--- config.mk ---
export PLATFORM = sky130hd
export DESIGN_NAME = compacting_integer_set_table
export DESIGN_NICKNAME = d
export VERILOG_FILES = /design/src/rtl/cist_pkg.sv /design/src/rtl/cist_cell.sv /design/src/rtl/compacting_integer_set_table.sv
export SDC_FILE = /design/constraint.sdc
export NUM_CORES = 1
export LEC_CHECK = 0
export CORE_MARGIN = 2
export CORE_UTILIZATION = 58
export DETAILED_ROUTE_END_ITERATION = 8
export DONT_BUFFER_PORTS = 1
export PLACE_DENSITY = 0.8
export SYNTH_ARGS = -nofsm -noshare
export SYNTH_HDL_FRONTEND = slang
export SYNTH_SLANG_ARGS = --single-unit
--- constraint.sdc ---
create_clock -name clk -period 6.1 [get_ports clk]
set_input_delay 0.915 -clock clk [delete_from_list [all_inputs] [get_ports clk]]
set_output_delay 0.915 -clock clk [all_outputs]
set_load 0.1 [all_outputs]
--- src/rtl/cist_pkg.sv ---
// Shared types and constants for the compacting integer set table.
package cist_pkg;

    localparam int CAPACITY  = 16;
    localparam int VAL_W     = 32;
    localparam int CNT_W     = $clog2(CAPACITY + 1);
    localparam int OUT_CNT_W = 5;

    localparam logic [1:0] OP_LOOKUP = 2'd0;
    localparam logic [1:0] OP_INSERT = 2'd1;
    localparam logic [1:0] OP_REMOVE = 2'd2;

    typedef enum logic
    {
        ST_IDLE,
        ST_EXEC
    } cist_state_t;

    // Broadcast to every cell during the execute cycle.
    typedef struct packed
    {
        logic              exec;
        logic              is_insert;
        logic              is_remove;
        logic [VAL_W-1:0]  value;
    } cell_ctl_t;

endpackage

--- src/rtl/cist_cell.sv ---
// One table cell: holds one entry, compares, passes the hit chain and shifts down.
module cist_cell import cist_pkg::*;
(
    input  logic             clk,
    input  cell_ctl_t        ctl,
    input  logic             occ,
    input  logic             tail,
    input  logic             found,
    input  logic             hit_in,
    input  logic [VAL_W-1:0] entry_up,
    output logic             hit_out,
    output logic [VAL_W-1:0] entry
);

    logic [VAL_W-1:0] entry_reg;
    logic [VAL_W-1:0] entry_next;
    logic             match;

    assign match   = occ && (entry_reg == ctl.value);
    assign hit_out = hit_in | match;
    assign entry   = entry_reg;

    always_comb
    begin
        entry_next = entry_reg;
        if (ctl.exec && ctl.is_remove && hit_out && occ)
        begin
            // matched here or below: take the neighbor's entry
            entry_next = entry_up;
        end
        else if (ctl.exec && ctl.is_insert && tail && !found)
        begin
            entry_next = ctl.value;
        end
    end

    always_ff @(posedge clk)
    begin
        entry_reg <= entry_next;
    end

endmodule

--- src/rtl/compacting_integer_set_table.sv ---
// Top level of the compacting integer set table: control, count and the cell row.
//
// Usage:
//   Command channel: drive opcode (lookup, insert, remove; the unused code acts
//   as a lookup) and value, and raise start. The beat is taken on the rising
//   edge where start is high and busy is low.
//   Result channel: done pulses high for one cycle with was_present, status,
//   member_count and is_empty. The receiver cannot stall; the result must be
//   captured in that cycle.
// Timing:
//   The accepting edge latches the command. The execute cycle broadcasts the
//   value to a row of CAPACITY cells; each compares its entry and passes a hit
//   bit to its upper neighbor, so every cell at or above the match knows to
//   shift down on a remove, and the cell at the tail takes the value on an
//   insert. The row and count update at the end of the execute cycle and
//   done is registered from exec; busy is high during the execute cycle.
//   The hit chain through the cell row sets the execute cycle's path length.
// Reset:
//   rst_n clears the count and control; entries are undefined and never read
//   beyond the count. An insert into a full table is refused with status 1.
module compacting_integer_set_table import cist_pkg::*;
(
    input  logic                  clk,
    input  logic                  rst_n,
    input  logic                  start,
    input  logic [1:0]            opcode,
    input  logic signed [31:0]    value,
    output logic                  busy,
    output logic                  done,
    output logic                  was_present,
    output logic                  status,
    output logic [OUT_CNT_W-1:0]  member_count,
    output logic                  is_empty
);

    cist_state_t      state_reg;
    cist_state_t      state_next;
    logic [1:0]       op_reg;
    logic [VAL_W-1:0] value_reg;
    logic [CNT_W-1:0] count_reg;
    logic [CNT_W-1:0] count_next;
    logic             done_reg;
    logic             present_reg;
    logic             status_reg;
    logic             status_next;
    logic             accept;
    logic             exec;
    logic             full;
    logic             present;
    cell_ctl_t        ctl;

    logic [CAPACITY:0]              hit;
    logic [CAPACITY-1:0][VAL_W-1:0] entry;

    assign accept = start && !busy;
    assign exec   = (state_reg == ST_EXEC);
    assign full   = (count_reg == CNT_W'(CAPACITY));

    // next state
    always_comb
    begin
        state_next = state_reg;
        unique case (state_reg)
            ST_IDLE:
            begin
                if (start)
                begin
                    state_next = ST_EXEC;
                end
            end
            ST_EXEC:
            begin
                state_next = ST_IDLE;
            end
            default:
            begin
                state_next = ST_IDLE;
            end
        endcase
    end

    // state outputs
    always_comb
    begin
        unique case (state_reg)
            ST_IDLE: busy = 1'b0;
            ST_EXEC: busy = 1'b1;
            default: busy = 1'b1;
        endcase
    end

    always_ff @(posedge clk or negedge rst_n)
    begin
        if (!rst_n)
        begin
            state_reg <= ST_IDLE;
            count_reg <= '0;
            done_reg  <= 1'b0;
        end
        else
        begin
            state_reg <= state_next;
            count_reg <= count_next;
            done_reg  <= exec;
        end
    end

    always_ff @(posedge clk)
    begin
        if (accept)
        begin
            op_reg    <= opcode;
            value_reg <= value;
        end
        if (exec)
        begin
            present_reg <= present;
            status_reg  <= status_next;
        end
    end

    // broadcast to the cell row
    always_comb
    begin
        ctl.exec      = exec;
        ctl.is_insert = (op_reg == OP_INSERT);
        ctl.is_remove = (op_reg == OP_REMOVE);
        ctl.value     = value_reg;
    end

    assign hit[0]  = 1'b0;
    assign present = hit[CAPACITY];

    for (genvar i = 0; i < CAPACITY; i++)
    begin : g_cell
        logic [VAL_W-1:0] up;
        if (i == CAPACITY - 1)
        begin : g_top
            assign up = entry[i];
        end
        else
        begin : g_mid
            assign up = entry[i+1];
        end

        cist_cell u_cell
        (
            .clk      (clk),
            .ctl      (ctl),
            .occ      (count_reg > CNT_W'(i)),
            .tail     (count_reg == CNT_W'(i)),
            .found    (present),
            .hit_in   (hit[i]),
            .entry_up (up),
            .hit_out  (hit[i+1]),
            .entry    (entry[i])
        );
    end

    // count and status
    always_comb
    begin
        count_next  = count_reg;
        status_next = 1'b0;
        if (exec)
        begin
            if (ctl.is_insert && !present)
            begin
                if (full)
                begin
                    status_next = 1'b1;
                end
                else
                begin
                    count_next = count_reg + CNT_W'(1);
                end
            end
            else if (ctl.is_remove && present)
            begin
                count_next = count_reg - CNT_W'(1);
            end
        end
    end

    assign done         = done_reg;
    assign was_present  = present_reg;
    assign status       = status_reg;
    assign member_count = OUT_CNT_W'(count_reg);
    assign is_empty     = (count_reg == '0);

`ifndef ASSERT_OFF
    a_count_bound: assert property (@(posedge clk) disable iff (!rst_n)
        count_reg <= CNT_W'(CAPACITY))
        else $error("count above capacity");

    a_done_after_exec: assert property (@(posedge clk) disable iff (!rst_n)
        done |-> $past(state_reg == ST_EXEC))
        else $error("result strobe without execute cycle");

    a_reject_full: assert property (@(posedge clk) disable iff (!rst_n)
        (done && status) |-> (count_reg == CNT_W'(CAPACITY)))
        else $error("insert refused while table not full");

    a_count_moves_in_exec: assert property (@(posedge clk) disable iff (!rst_n)
        !$stable(count_reg) |-> $past(state_reg == ST_EXEC))
        else $error("count changed outside execute cycle");

    a_no_accept_when_busy: assert property (@(posedge clk) disable iff (!rst_n)
        exec |=> !exec)
        else $error("back-to-back execute cycles");
`endif

endmodule
==> run_results.csv, run 1 <==
group,metric,value,unit
critical_path,crit_fanout,21,
timing,post-route-min-period,4870,ps
layout,drive_above_1_share,28.6,%
routing,first_pass_iters,5,
timing,grt_setup_unrepaired,"no",
die,die_w,232,um
routing,first_iter_violations,1914,
logic_synthesis,ys.flop_type,"edfxtp_1",
critical_path,critical_path_depth,11,
min_path,worstHoldEndpoint,"value_reg[23]",
pwr,power.clock.fraction,39.1,%
routing,drc,0,
clocking,cts.sinks,555,
timing,finalCritPeriodShare,79.9,%
timing,final_hold_viol_count,0,
timing,fmax,205,MHz
placement,hpwl,53000,um
pwr,seqPwrFrac,50.8,%
critical_path,startpoint_type,"flop",
clocking,cts.path.max_buffers,3,
clocking,htreeDepth,2,
placement,dpl.cell_count,2626,
placement,io_buffer_count,0,
die,initial_core_util,58.8,%
layout,largest_reg_flops,512,
critical_path,crit_required,6470,ps
global_routing,grt_pass1_vias,17500,
routing,routedWlPerCell,28.5,um
timing,setup_viol,0,
critical_path,max_stage_delay,1080,ps
die,ios,47,
die,dieHeight,232,um
pwr,powerDensity,266,nW/um^2
min_path,hold_path_class,"in -> reg",
clocking,clkLatencyLatePin,630,ps
critical_path,r2r_setup_slack,1230,ps
routing,viasPerCell,6.29,
global_routing,grt_start_max_net_pins,36,
routing,antenna_left,0,
die,fp.dieArea,54000,um^2
die,rows,83,
routing,routed_wl,78100,um
clocking,clock-root-buffer,"clkbuf_16",
layout,instances_no_fill,2736,
logic_synthesis,synth_cell_types,63,
logic_synthesis,ys_ff_latch,555,
clocking,numCtsBuffers,58,
timing,fin_worst_skew,23.6,ps
placement,gp_congestion,0.920,
pwr,p_leak,0.0108,uW
global_routing,busiest_layer,"met2",
critical_path,end_kind,"flop",
clocking,cts_setup_buffers,0,
die,core_region_area,51400,um^2
logic_synthesis,synth-edff-count,548,
global_routing,grt_util_met2,46.0,%
critical_path,r2r_end,"g_cell[9].u_cell.entry[31]",
logic_synthesis,avgSynthCellArea,14.8,um^2
critical_path,regToRegStartpoint,"value_reg[25]",
min_path,hold_depth,0,
timing,maxSlewHeadroom,16.4,%
global_routing,antenna_found_initial,5,
global_routing,grtUsageTotal,29.2,%
min_path,min_from,"value[23]",
pwr,ir_worst_vdd,0.000245,V
layout,final_common_cell,"edfxtp_1",
timing,whs,379,ps
clocking,cts_hold_buf,1,
critical_path,reg2reg_depth,11,
layout,fin_nets,2050,
critical_path,slowest_stage,"edfxtp_1",
timing,slew_viol_final,0,
logic_synthesis,seq_area_frac_synth,55.0,%
global_routing,overflow,0,
critical_path,worstPathArrival,5240,ps
logic_synthesis,syn-num-nets,2086,
critical_path,cp_common_cell,"buf_4",
global_routing,use_met1,39.7,%
job,cap_violations,0,
critical_path,crit_chain,"buf_4 > xnor2_1 > nand4_1 > nor4_1 > nand4_2 > o21ai_2 > nand3b_4 > nor3_4 > a21oi_4 > buf_4 > mux2_2",
pwr,cell_internal_pwr,6430,uW
outcome,status,"completed",
clocking,cts.repair.resized,0,
pwr,power_frac_comb,10.1,%
pwr,p_switching,2150,uW
layout,layout_common_cells,"edfxtp_1 (548), xor2_1 (370), mux2_2 (305), xnor2_1 (144), nor4_1 (97)",
pwr,switching_share,25.1,%
timing,setup_tns,0,ps
critical_path,crit_family,"simple AND/OR/NAND/NOR gates",
logic_synthesis,syn_area,30200,um^2
layout,area.growth.synth_to_final,6.61,%
clocking,cts_tree,"done",
critical_path,path_buf_inv,2,
logic_synthesis,yosysWarningCount,0,
logic_synthesis,async_reset_ff_share,1.26,%
logic_synthesis,synthCells,2043,
clocking,path_clk_slew,60,ps
global_routing,grt_use_met3,5.82,%
timing,worst_pin_slew,1250,ps
routing,vias,17200,
critical_path,crit_type,"reg -> reg",
global_routing,grt_pass1_wl,114000,um
==> cells by family after synthesis <==
group | synth area share (%)
simple gates | 5.09
compound gates | 1.23
flops | 55.0
xor+xnor | 14.9
mux | 18.9
fa+ha+maj | 0.248
buf+inv | 4.62
==> layout make-up <==
| class | count | area, um^2 |
|---|---|---|
| fillers | 3724 | 19200 |
| flip-flops and latches | 555 | 16600 |
| multi-input cells | 1296 | 12300 |
| clock buffers | 83 | 1600 |
| well taps | 680 | 851 |
| repair buffers | 87 | 681 |
| clock inverters | 21 | 151 |
| inverters | 9 | 33.8 |
| diodes | 5 | 12.5 |
==> worst reg2reg max path, cell delays in order, from the launching register on <==
cell	delay, ps
edfxtp_1	1080
buf_4	370
xnor2_1	170
nand4_1	140
nor4_1	620
nand4_2	270
o21ai_2	170
nand3b_4	300
nor3_4	120
a21oi_4	500
buf_4	470
mux2_2	390
==> power by group through the flow <==
stage	Sequential, uW	Combinational, uW	Clock, uW
6_report	4360	864	3360
3_5_place_dp	4430	836	0
2_1_floorplan	4440	595	0
4_1_cts	4350	845	3390
5_1_grt	4360	910	3530
3_3_place_gp	4430	826	0
==> layer usage <==
layer,up-vias,wire [um]
met3,188,7120
met1,8667,31500
met2,907,36400
met5,-,13
li1,7455,-
met4,2,3020
==> how the worst max path moves through the flow <==
stage                    startpoint                     endpoint
finish                value_reg[25]   g_cell[9].u_cell.entry[31]
global route          value_reg[25]  g_cell[11].u_cell.entry[10]
CTS                   value_reg[25]    g_cell[9].u_cell.entry[0]
detailed placement    value_reg[25]    g_cell[9].u_cell.entry[0]
global placement       value_reg[1]   g_cell[9].u_cell.entry[31]
floorplan           member_count[1]    g_cell[1].u_cell.entry[0]
==> stage by stage <==
stage | total power, uW | instance area (um^2) | setup slack, ps | util [%]
after floorplan | 5040 | 30200 | 345 | -
after global placement | 5250 | 30500 | 1430 | 59.2
after detailed placement | 5270 | 30500 | 1300 | 59.2
after CTS | 8590 | 32200 | 1270 | 62.7
after global routing | 8800 | 32200 | 1030 | 62.7
final | 8580 | 32200 | 1230 | 62.7
==> synthesized netlist by cell type, types with 2 or more instances <==
| cell type | n | area share, % |
|---|---|---|
| o21ai_1 | 4 | 0.066 |
| nor3_1 | 14 | 0.23 |
| ha_1 | 6 | 0.25 |
| nor4_1 | 97 | 2.0 |
| clkbuf_1 | 39 | 0.48 |
| nand3_1 | 28 | 0.46 |
| nor3_4 | 2 | 0.11 |
| nor2_1 | 7 | 0.087 |
| a41o_1 | 4 | 0.13 |
| o211ai_1 | 2 | 0.050 |
| mux2_4 | 85 | 4.2 |
| or2_1 | 2 | 0.041 |
| nor2_4 | 2 | 0.075 |
| xnor2_1 | 144 | 4.2 |
| mux2_2 | 305 | 11 |
| nor2b_1 | 2 | 0.041 |
| o21bai_1 | 2 | 0.050 |
| o31ai_1 | 2 | 0.050 |
| nand4_1 | 51 | 1.1 |
| o21ai_0 | 16 | 0.26 |
| dfrtp_1 | 7 | 0.58 |
| nand2_1 | 21 | 0.26 |
| a21oi_4 | 3 | 0.16 |
| and3_1 | 3 | 0.062 |
| xor2_1 | 370 | 11 |
| buf_4 | 34 | 0.84 |
| a21oi_1 | 4 | 0.066 |
| nor4_2 | 3 | 0.12 |
| mux2_1 | 88 | 3.3 |
| inv_1 | 8 | 0.099 |
| buf_2 | 43 | 0.71 |
| or3_1 | 2 | 0.041 |
| edfxtp_1 | 548 | 54 |
| buf_6 | 66 | 2.5 |
(Power assumes the default switching activity.)
==> run 2, diff against run 1 <==
Settings changed: ABC_AREA set to 1, PLACE_DENSITY 0.8 to 0.82.
Clock period 6.1 ns to 4.1 ns, I/O delays scaled along.
==> run 2 against run 1 <==
Compared with the run above: clock skew up 2.0 ps; final area up 3.0%; first-iteration DRC count up 21%; register-to-register slack worse by 1000 ps; flip-flop and latch count unchanged; via count up 35%; clock power up 48%; final cell count up 51%; fmax up 24%; combinational power up 94%; critical endpoint is now g_cell[1].u_cell.entry[11].
==> run_results.csv, run 2 <==
group,metric,value,unit
logic_synthesis,syn_area,30300,um^2
logic_synthesis,synthCells,3422,
logic_synthesis,ys_ff_latch,555,
timing,fin_worst_skew,25.6,ps
layout,fin_util,64.5,%
critical_path,path_buf_inv,4,
critical_path,r2r_setup_slack,180,ps
pwr,p_leak,0.0137,uW
logic_synthesis,synth_cell_types,44,
routing,routedWlPerCell,17.8,um
timing,maxSlewHeadroom,38.3,%
critical_path,crit_fanout,32,
global_routing,grt_pass1_wl,116000,um
clocking,cts_tree,"done",
layout,seq_area,16600,um^2
critical_path,r2r_end,"g_cell[1].u_cell.entry[11]",
placement,dpl-instance-area,31400,um^2
clocking,path_clk_slew,60,ps
clocking,clock-root-buffer,"clkbuf_16",
layout,drive_above_1_share,8.30,%
global_routing,grt_util_met2,44.7,%
min_path,hold_path_class,"in -> reg",
routing,vias,23300,
clocking,cts.path.max_buffers,3,
layout,fin_nets,3433,
die,core_region_area,51400,um^2
critical_path,worstPathArrival,4270,ps
critical_path,cp-startpoint,"value_reg[15]",
critical_path,crit_required,4440,ps
layout,layout_common_cells,"nand2_1 (981), edfxtp_1 (548), inv_1 (340), o21ai_0 (298), nor2_1 (259)",
critical_path,critical_path_depth,12,
clocking,cts.sinks,555,
logic_synthesis,yosysWarningCount,0,
die,die_w,232,um
job,cap_violations,0,
logic_synthesis,synth-edff-count,548,
pwr,powerDensity,395,nW/um^2
logic_synthesis,yosysTopAreaCellShare,54.4,%
global_routing,grtUsageTotal,27.4,%
logic_synthesis,synth_top_area_cell,"edfxtp_1",
logic_synthesis,synth_commonest_cells,"nand2_1 (984), edfxtp_1 (548), inv_1 (340)",
placement,io_buffer_count,0,
logic_synthesis,avgSynthCellArea,8.84,um^2
logic_synthesis,ys.flop_type,"edfxtp_1",
min_path,hold_depth,0,
routing,first_pass_iters,6,
routing,first_iter_violations,2311,
layout,fin_area,33200,um^2
global_routing,antenna_found_initial,14,
critical_path,crit_chain,"buf_4 > buf_4 > nand2_1 > o2111ai_1 > nor3_1 > nand2_1 > a2111oi_0 > buf_4 > nand3_1 > nand4_4 > o21ai_2 > buf_12",
die,rows,83,
global_routing,overflow,0,
logic_synthesis,synthTopCellsByArea,"edfxtp_1 (54%), nand2_1 (12%), o21ai_0 (5.0%), inv_1 (4.2%), xor2_1 (3.6%)",
timing,slew_viol_final,0,
critical_path,reg2reg_depth,12,
timing,final_hold_viol_count,0,
layout,multi_input_area,11300,um^2
logic_synthesis,syn-num-nets,3465,
global_routing,busiest_layer,"met2",
placement,gp_congestion,0.915,
timing,fmax,255,MHz
logic_synthesis,async_reset_ff_share,1.26,%
critical_path,cp_common_cell,"buf_4",
critical_path,slowest_stage,"a2111oi_0",
global_routing,grt_use_met3,5.67,%
layout,final_common_cell,"nand2_1",
routing,antenna_left,0,
critical_path,startpoint_type,"flop",
clocking,clkLatencyLatePin,630,ps
die,fp.dieArea,54000,um^2
clocking,numCtsBuffers,55,
pwr,power,13100,uW
logic_synthesis,seq_area_frac_synth,55.0,%
layout,area.growth.synth_to_final,9.65,%
routing,viasPerCell,5.64,
critical_path,crit_type,"reg -> reg",
pwr,ir_worst_vdd,0.000402,V
global_routing,grt_pass1_vias,21800,
critical_path,max_stage_delay,650,ps
logic_synthesis,yosysMostFrequentCell,"nand2_1",
timing,post-route-min-period,3920,ps
timing,grt_setup_unrepaired,"no",
die,initial_core_util,58.9,%
layout,largest_reg_flops,512,
routing,drc,0,
layout,fill_cells,3785,
timing,setup_tns,0,ps
global_routing,use_met1,35.6,%
clocking,htreeDepth,2,
critical_path,end_kind,"flop",
timing,setup_viol,0,
timing,finalCritPeriodShare,95.7,%
critical_path,critical_path.endpoint,"g_cell[1].u_cell.entry[11]",
timing,worst_pin_slew,928,ps
placement,hpwl,53300,um
global_routing,grt_start_max_net_pins,66,
critical_path,crit_family,"simple AND/OR/NAND/NOR gates",
die,ios,47,
routing,routed_wl,73200,um
critical_path,regToRegStartpoint,"value_reg[15]",
die,dieHeight,232,um
outcome,status,"completed",
==> run 2: cell count changes in the layout (fill, tap and decap cells not counted), sizes merged, moves of 180 or more <==
cell and change:
nand2 +968, a21oi +180, inv +343, nor2 +257, mux2 -478, o21ai +298, xor2 -246
==> run 2: through the flow <==
step                std cells  hold WS [ps]  worst slack, ps
floorplan                3422           319            -95.1
global placement         4011           320              202
detailed placement       4011           320              239
CTS                      4113          58.8              209
global route             4116          63.2             2.98
finish                   4122          80.0              176
==> run 2: timing repair <==
item,4_1_cts,5_1_grt
setup buffers,0,1
gates resized for setup,0,2
endpoints found under the hold margin,7,0
hold buffers,1,0
setup endpoints to repair,0,193
==> run 2: routing by layer <==
layer / vias up / part of all wire, %
met5: - / 0.098
met4: 12 / 4.1
met3: 170 / 9.1
met2: 980 / 47
met1: 10800 / 40
li1: 11300 / -
==> run 2: cell type report <==
cell class	instances	share of cell area, %
flip-flops and latches	555	50.1
multi-input cells	2277	34.0
clock buffers	67	4.35
inverters	355	4.03
repair buffers	146	4.00
well taps	680	2.56
clock inverters	34	0.882
diodes	8	0.0603
==> run 2: worst min-delay path by stage <==
stage / start / endpoint / slack [ps]
2_1_floorplan: rst_n / done / 320
3_3_place_gp: rst_n / done / 320
3_5_place_dp: rst_n / done / 320
4_1_cts: value[14] / value_reg[14] / 60
5_1_grt: value[14] / value_reg[14] / 60
6_report: opcode[1] / op_reg[1] / 80
==> run 2: kinds of logic after synthesis <==
family	synth area share (%)
adder cells (fa/ha/maj)	0.248
flip-flops	55.0
buffers and inverters	8.06
AO/OA/AOI/OAI	9.01
XOR/XNOR	6.40
AND/OR/NAND/NOR	21.3
==> run 2: power breakdown <==
part,switching [uW],total (uW),internal [uW],leakage (uW)
Combinational,1190,1680,488,0.00783
Clock,2160,4970,2800,0.000850
Sequential,112,6460,6350,0.00503
Total,3460,13100,9640,0.0137
==> run 3, diff against run 2 <==
==> constraint.sdc (replaced) <==
create_clock -name clk -period 4.1 [get_ports clk]
set_input_delay 0.82 -clock clk [delete_from_list [all_inputs] [get_ports clk]]
set_output_delay 0.82 -clock clk [all_outputs]
set_load 0.1 [all_outputs]
==> run 3 against run 2 <==
Compared with the run above: register-to-register slack lost 70 ps; count of clock-buffer cells in the layout grew 1; final area grew 0.13%; combinational power is essentially flat; fmax shrank 1.8%; utilization grew 0.085 points; routed wire length is essentially flat; flip-flop and latch count is the same; hold slack gained 200 ps; critical path depth is the same; non-clock buffer count shrank 1; critical endpoint is now g_cell[1].u_cell.entry[5].
==> run_results.csv, run 3 (same netlist as run 2, synthesis figures left out) <==
group,metric,value,unit
outcome,status,"completed",
clocking,cts.sinks,555,
layout,final_common_cell,"nand2_1",
pwr,cell_internal_pwr,9710,uW
timing,post-route-min-period,4000,ps
critical_path,crit_fanout,32,
timing,finalCritPeriodShare,97.5,%
routing,wl_met2,34500,um
clocking,clkLatencyLatePin,630,ps
die,initial_core_util,58.9,%
critical_path,crit_required,4430,ps
die,core_region_area,51400,um^2
global_routing,grt_pass1_vias,21900,
placement,io_buffer_count,0,
die,fp.dieArea,54000,um^2
clocking,htreeDepth,2,
pwr,power,13200,uW
routing,first_pass_iters,7,
timing,final_hold_viol_count,0,
pwr,power_frac_comb,12.7,%
critical_path,critical_path_depth,12,
global_routing,grt_pass1_wl,115000,um
global_routing,antenna_found_initial,11,
critical_path,crit_chain,"buf_4 > buf_4 > nand2_1 > o2111ai_1 > nor3_1 > nand2_1 > a2111oi_1 > buf_4 > nand3_1 > nand4_4 > o21ai_2 > buf_12",
clocking,cts_setup_buffers,0,
critical_path,critical_path.endpoint,"g_cell[1].u_cell.entry[5]",
pwr,p_switching,3460,uW
timing,maxSlewHeadroom,36.0,%
timing,fmax,250,MHz
pwr,ir_worst_vdd,0.000379,V
layout,layout_common_cells,"nand2_1 (981), edfxtp_1 (548), inv_1 (340), o21ai_0 (298), nor2_1 (259)",
timing,grt_setup_unrepaired,"no",
pwr,p_leak,0.0137,uW
clocking,cts_tree,"done",
critical_path,end_kind,"flop",
die,rows,83,
critical_path,slowest_stage,"a2111oi_1",
critical_path,r2r_setup_slack,100,ps
critical_path,reg2reg_depth,12,
routing,drc,0,
die,dieHeight,232,um
global_routing,grtUsageTotal,27.1,%
routing,routed_wl,73200,um
critical_path,cp-startpoint,"value_reg[15]",
critical_path,max_stage_delay,590,ps
pwr,power.clock.fraction,38.2,%
layout,area.growth.synth_to_final,9.80,%
clocking,path_clk_slew,60,ps
timing,whs,284,ps
timing,worst_pin_slew,958,ps
layout,fin_nets,3433,
die,ios,47,
routing,wl_met1,29400,um
timing,fin_worst_skew,28.3,ps
clocking,cts.path.max_buffers,3,
critical_path,crit_family,"simple AND/OR/NAND/NOR gates",
clocking,numCtsBuffers,55,
critical_path,regToRegStartpoint,"value_reg[15]",
job,cap_violations,0,
routing,vias,23200,
critical_path,cp_common_cell,"buf_4",
routing,top_layer_used,"met5",
critical_path,worstPathArrival,4330,ps
critical_path,crit_type,"reg -> reg",
critical_path,path_buf_inv,4,
routing,routedWlPerCell,17.7,um
critical_path,r2r_end,"g_cell[1].u_cell.entry[5]",
pwr,seqPwrFrac,49.1,%
placement,hpwl,53200,um
clocking,clock-root-buffer,"clkbuf_16",
routing,first_iter_violations,2418,
timing,setup_viol,0,
routing,wl_met3,6360,um
critical_path,startpoint_type,"flop",
min_path,hold_path_class,"in -> reg",
die,die_w,232,um
placement,gp_congestion,0.917,
pwr,powerDensity,396,nW/um^2
pwr,switching_share,26.3,%
layout,largest_reg_flops,512,
global_routing,overflow,0,
routing,antenna_left,0,
global_routing,grt_start_max_net_pins,66,
routing,viasPerCell,5.63,
timing,slew_viol_final,0,
layout,drive_above_1_share,8.36,%
==> run 3: cell types whose count changed in the layout (fill, tap and decap cells not counted), moves of 2 or more <==
cell,previous run,this run
buf_4,126,122
buf_6,1,4
diode_2,8,10
clkinv_1,18,15
==> run 3: repair_timing <==
action,4_1_cts,5_1_grt
hold buffers,1,0
endpoints found under the hold margin,7,0
endpoints found under the setup margin,0,273
resized for setup,0,7
==> run 3: worst register-to-register path, stage by stage, from the launching register on <==
cell,delay [ps]
edfxtp_1,460
buf_4,240
buf_4,210
nand2_1,90
o2111ai_1,100
nor3_1,410
nand2_1,120
a2111oi_1,590
buf_4,260
nand3_1,410
nand4_4,440
o21ai_2,110
buf_12,210
==> run 3: power by group through the flow <==
stage / combinational [uW] / clock [uW] / sequential (uW)
floorplan: 1020 / 0 / 6690
global placement: 1600 / 0 / 6570
detailed placement: 1630 / 0 / 6580
CTS: 1650 / 5050 / 6460
global route: 1820 / 5250 / 6470
finish: 1680 / 5020 / 6460
==> run 3: metrics by stage <==
stage,cells,cell area (um^2),utilization (%),setup slack (ps),setup TNS [ps]
after floorplan,3422,30300,-,-95.1,-20070
after global placement,4011,31400,61.1,204,0
after detailed placement,4011,31400,61.1,226,0
after CTS,4112,33200,64.5,116,0
after global routing,4114,33200,64.6,8.75,0
final,4123,33200,64.6,103,0
==> run 3: area by class of cell <==
type,instances,area [um^2]
clock buffer,68,1450
sequential,555,16600
inverter,355,1340
clock inverter,32,312
timing repair buffer,145,1330
tap,680,851
fill,3867,18200
multi-input combinational,2278,11300
antenna,10,25.0
==> run 3: worst min-delay path by stage <==
stage	from	end	slack, ps	cells past startpoint
2_1_floorplan	value_reg[0]	g_cell[15].u_cell.entry[0]	420	0
3_3_place_gp	rst_n	done	520	0
3_5_place_dp	rst_n	done	520	0
4_1_cts	value[11]	value_reg[11]	270	0
5_1_grt	value[11]	value_reg[11]	280	0
6_report	value[11]	value_reg[11]	280	0
==> run 3: routing by layer <==
layer	track usage, %	vias up
li1	-	11300
met1	35.0	10800
met2	44.5	926
met3	5.43	166
met4	11.8	6
met5	0	-
